`src/rmth_mem.sv`:
```
// Heap store of the running median block: one write port, one read port,
// registered read data. No dependencies.
`default_nettype none
module rmth_mem #(
	parameter int DEPTH = 128,
	parameter int WIDTH = 16
) (
	input  wire logic                     clk,
	input  wire logic                     we,
	input  wire logic [$clog2(DEPTH)-1:0] waddr,
	input  wire logic [WIDTH-1:0]         wdata,
	input  wire logic [$clog2(DEPTH)-1:0] raddr,
	output logic      [WIDTH-1:0]         rdata
);
	logic [WIDTH-1:0] mem_q [DEPTH];

	always_ff @(posedge clk) begin
		if (we) begin
			mem_q[waddr] <= wdata;
		end
		rdata <= mem_q[raddr];
	end
endmodule
`default_nettype wire

```
`config.mk`:
```
export PLATFORM = sky130hd
export DESIGN_NAME = rmth_mem
export DESIGN_NICKNAME = d
export VERILOG_FILES = /design/src/rmth_mem.sv
export SDC_FILE = /design/constraint.sdc
export NUM_CORES = 2
export LEC_CHECK = 0
export BUFFER_PORTS_ARGS = -buffer_cell sky130_fd_sc_hd__buf_4
export CORE_UTILIZATION = 55
export DETAILED_ROUTE_END_ITERATION = 10
export PLACE_DENSITY = 0.71
export RECOVER_POWER = 25
export SLEW_MARGIN = 20
export SYNTH_ARGS = -nofsm -noshare
export SYNTH_HDL_FRONTEND = slang
export SYNTH_SLANG_ARGS = --single-unit
```
`constraint.sdc`:
```
create_clock -name clk -period 7.4 [get_ports clk]
set_input_delay 0.74 -clock clk [delete_from_list [all_inputs] [get_ports clk]]
set_output_delay 0.74 -clock clk [all_outputs]
set_load 0.03 [all_outputs]
```
==> metrics.cfg <==
[yosys]
netlist.top_cell.by_area = edfxtp_1
yosysWarningCount = 0
seq_area_frac_synth_pct = 78.73
synth_top_area_share_pct = 78.32
synthTopCellsByArea = edfxtp_1 (78%), mux4_2 (19%), nor2_1 (0.58%)
ys_ff_latch = 2064
syn_area_mm2 = 0.07852
synth-edff-count = 2048
ys.flop_type = edfxtp_1
netlist_instances = 3086
synth-async-reset-ratio_pct = 0
synth_commonest_cells = edfxtp_1 (2048), mux4_2 (672), nor2_1 (122), clkbuf_1 (82), buf_2 (52)
synth_nets = 3118
yosysMostFrequentCell = edfxtp_1
syn_area_per_cell_um2 = 25.44
synth.distinct_cells = 17

[timing]
fin_tns_setup_ns = 0
worstMarginPinSlew_ns = 5.445
finalCritPeriodShare_pct = 68.59
period_needed_ns = 5.075
finalMaxSlewViolations = 1477
setup_violations = 0
max_slew_margin_pct = -263.0
max_freq_ghz = 0.1970
rsz0062_at_grt = false
final_hold_viol_count = 0
skew_ns = 0.04737

[floorplan]
dieArea_mm2 = 0.1443
die_width_um = 379.8
start_util_pct = 55.46
ioPinCount = 48
coreArea_mm2 = 0.1416
rows = 138
die_y_um = 379.8

[routing]
drt_iter0_drc = 5252
wl_per_cell_um = 35.27
routed_wl_um = 190700
first_pass_iters = 5
viasPerCell = 6.674
drc = 0
detail-route-antenna-nets = 0
vias = 36080

[placed_design]
gp_congestion = 0.8041
hpwl_um = 108000
numPortBuffers = 47

[pwr]
vdd_drop_max_uv = 246.9
p_leak_uw = 0.02726
p_per_area_mw_per_mm2 = 273.1

[min_path]
worst_hold_path_type = primary input to flop
holdPathStages = 1
hold_end = mem_q[45][0]$_DFFE_PP_
min_from = wdata[0]

[clock_tree]
cts.clk_slew.worst_paths_ns = 0.06
postCtsResizedCells = 0
cts_tree = yes
postCtsHoldBufs = 0
cts_inserted_buffers = 195
cts-root-buf = clkbuf_16
insertion_delay_ns = 0.83
cts_setup_buffers = 0
clockBufferDepth = 3
cts_sinks = 2064
htreeDepth = 4

[setup_path]
crit_top_cell = clkbuf_1
reg2reg_to = rdata[10]$_DFF_P_
crit_path_max_fanout = 110
worstReg2RegStart = mem_q[76][10]$_DFFE_PP_
r2r_setup_slack_ns = 4.83
required_ns = 7.28
rr_worst_depth = 4
critPathSlowestCell = clkbuf_1
cp-start-kind = primary input
critPathCaptureType = flop
cp_top_family = buffers and inverters
crit_type = primary input to flop
critical_path.startpoint = wdata[12]
cp_slowest_stage_delay_ns = 3.46
cp.buffers_inverters = 2
path_cells = clkbuf_1 > clkbuf_1
critPathArrivalTime_ns = 4.96

[cells_and_area]
fin_nets = 3371
seqCellArea_mm2 = 0.06182
multi_input_area_mm2 = 0.01608
utilization_pct = 62.42
nFillCells = 9040
area_growth_pct = 12.56
drive_gt1_share_pct = 33.42

[global_routing]
grt_pass1_vias = 36410
grtUsageTotal_pct = 26.87
grt_start_max_net_pins = 125
grt_pass1_wl_um = 270800
antenna_found_initial = 25
grt_overflow_total = 0

[status]
outcome = finished, violations left
failed_checks = capacitance limit, slew limit

[job]
cap_violations = 23

## cells in the final DEF, fill, tap and decap left out, types with 4 or more instances in the layout
cell / count
edfxtp_1: 2048
mux4_2: 672
clkbuf_16: 196
buf_4: 176
nor2_1: 119
clkbuf_1: 70
clkinv_1: 43
clkinv_2: 37
bufinv_16: 21
mux2_2: 16
dfxtp_1: 16
nand2_1: 14
nand3_1: 12
buf_12: 12
diode_2: 8
nor2b_1: 7
clkinvlp_4: 7
nor3_2: 6
inv_6: 6
inv_16: 5
clkbuf_8: 4
## metrics by stage
stage / std cells / total power [µW] / cell area, µm² / hold slack [ns] / setup slack [ns]
final: 5405 / 24140 / 88380 / 0.2185 / 2.325
after global routing: 5398 / 24710 / 88370 / 0.2092 / 2.093
after CTS: 5397 / 24230 / 88470 / 0.07199 / 3.792
after detailed placement: 5032 / 14400 / 82100 / 0.9626 / 2.906
after global placement: 5032 / 14370 / 82090 / 0.9576 / 2.934
after floorplan: 3086 / 13840 / 78520 / 0.8389 / 4.165
## worst max-delay path by stage
stage                                    endpoint  slack [ns]  cells after the start
after global placement          rdata[11]$_DFF_P_        2.93                      6
after floorplan                  rdata[0]$_DFF_P_        4.16                      6
after detailed placement        rdata[10]$_DFF_P_        2.91                      6
after CTS                       rdata[10]$_DFF_P_        3.79                      6
final                     mem_q[28][12]$_DFFE_PP_        2.32                      2
after global routing      mem_q[28][12]$_DFFE_PP_        2.09                      2
## cell type report
class,instances,area share (%)
tap,1890,2.676
clock inverter,123,1.421
multi-input combinational,858,18.20
antenna,8,0.02265
sequential,2064,69.94
timing repair buffer,220,1.949
clock buffer,242,5.790
## cell families after synthesis
logic type / after synthesis / share of synthesized area, %
DFF: 2064 / 78.73
muxes: 688 / 19.50
and+or+nand+nor: 170 / 0.8875
buffers and inverters: 164 / 0.8812
## metal layers
layer / routed length [µm] / part of all wire [%] / track usage (%) / vias up
met2: 90440 / 47 / 41.02 / 2193
met1: 72090 / 38 / 38.90 / 19540
met4: 5520 / 2.9 / 8.184 / 22
met3: 22480 / 12 / 6.776 / 322
met5: 132 / 0.069 / 0 / -
li1: - / - / - / 14000
## sequential cells by signal, summed over array words and instances, names as in the netlist
signal	flops
rdata	16
mem_q	2048
## where the power goes
part / internal [µW] / switching [µW]
Clock: 5670 / 4300
Combinational: 470 / 713
Sequential: 12900 / 55.1
Total: 19100 / 5070
Power figures use the tool's default switching activity.
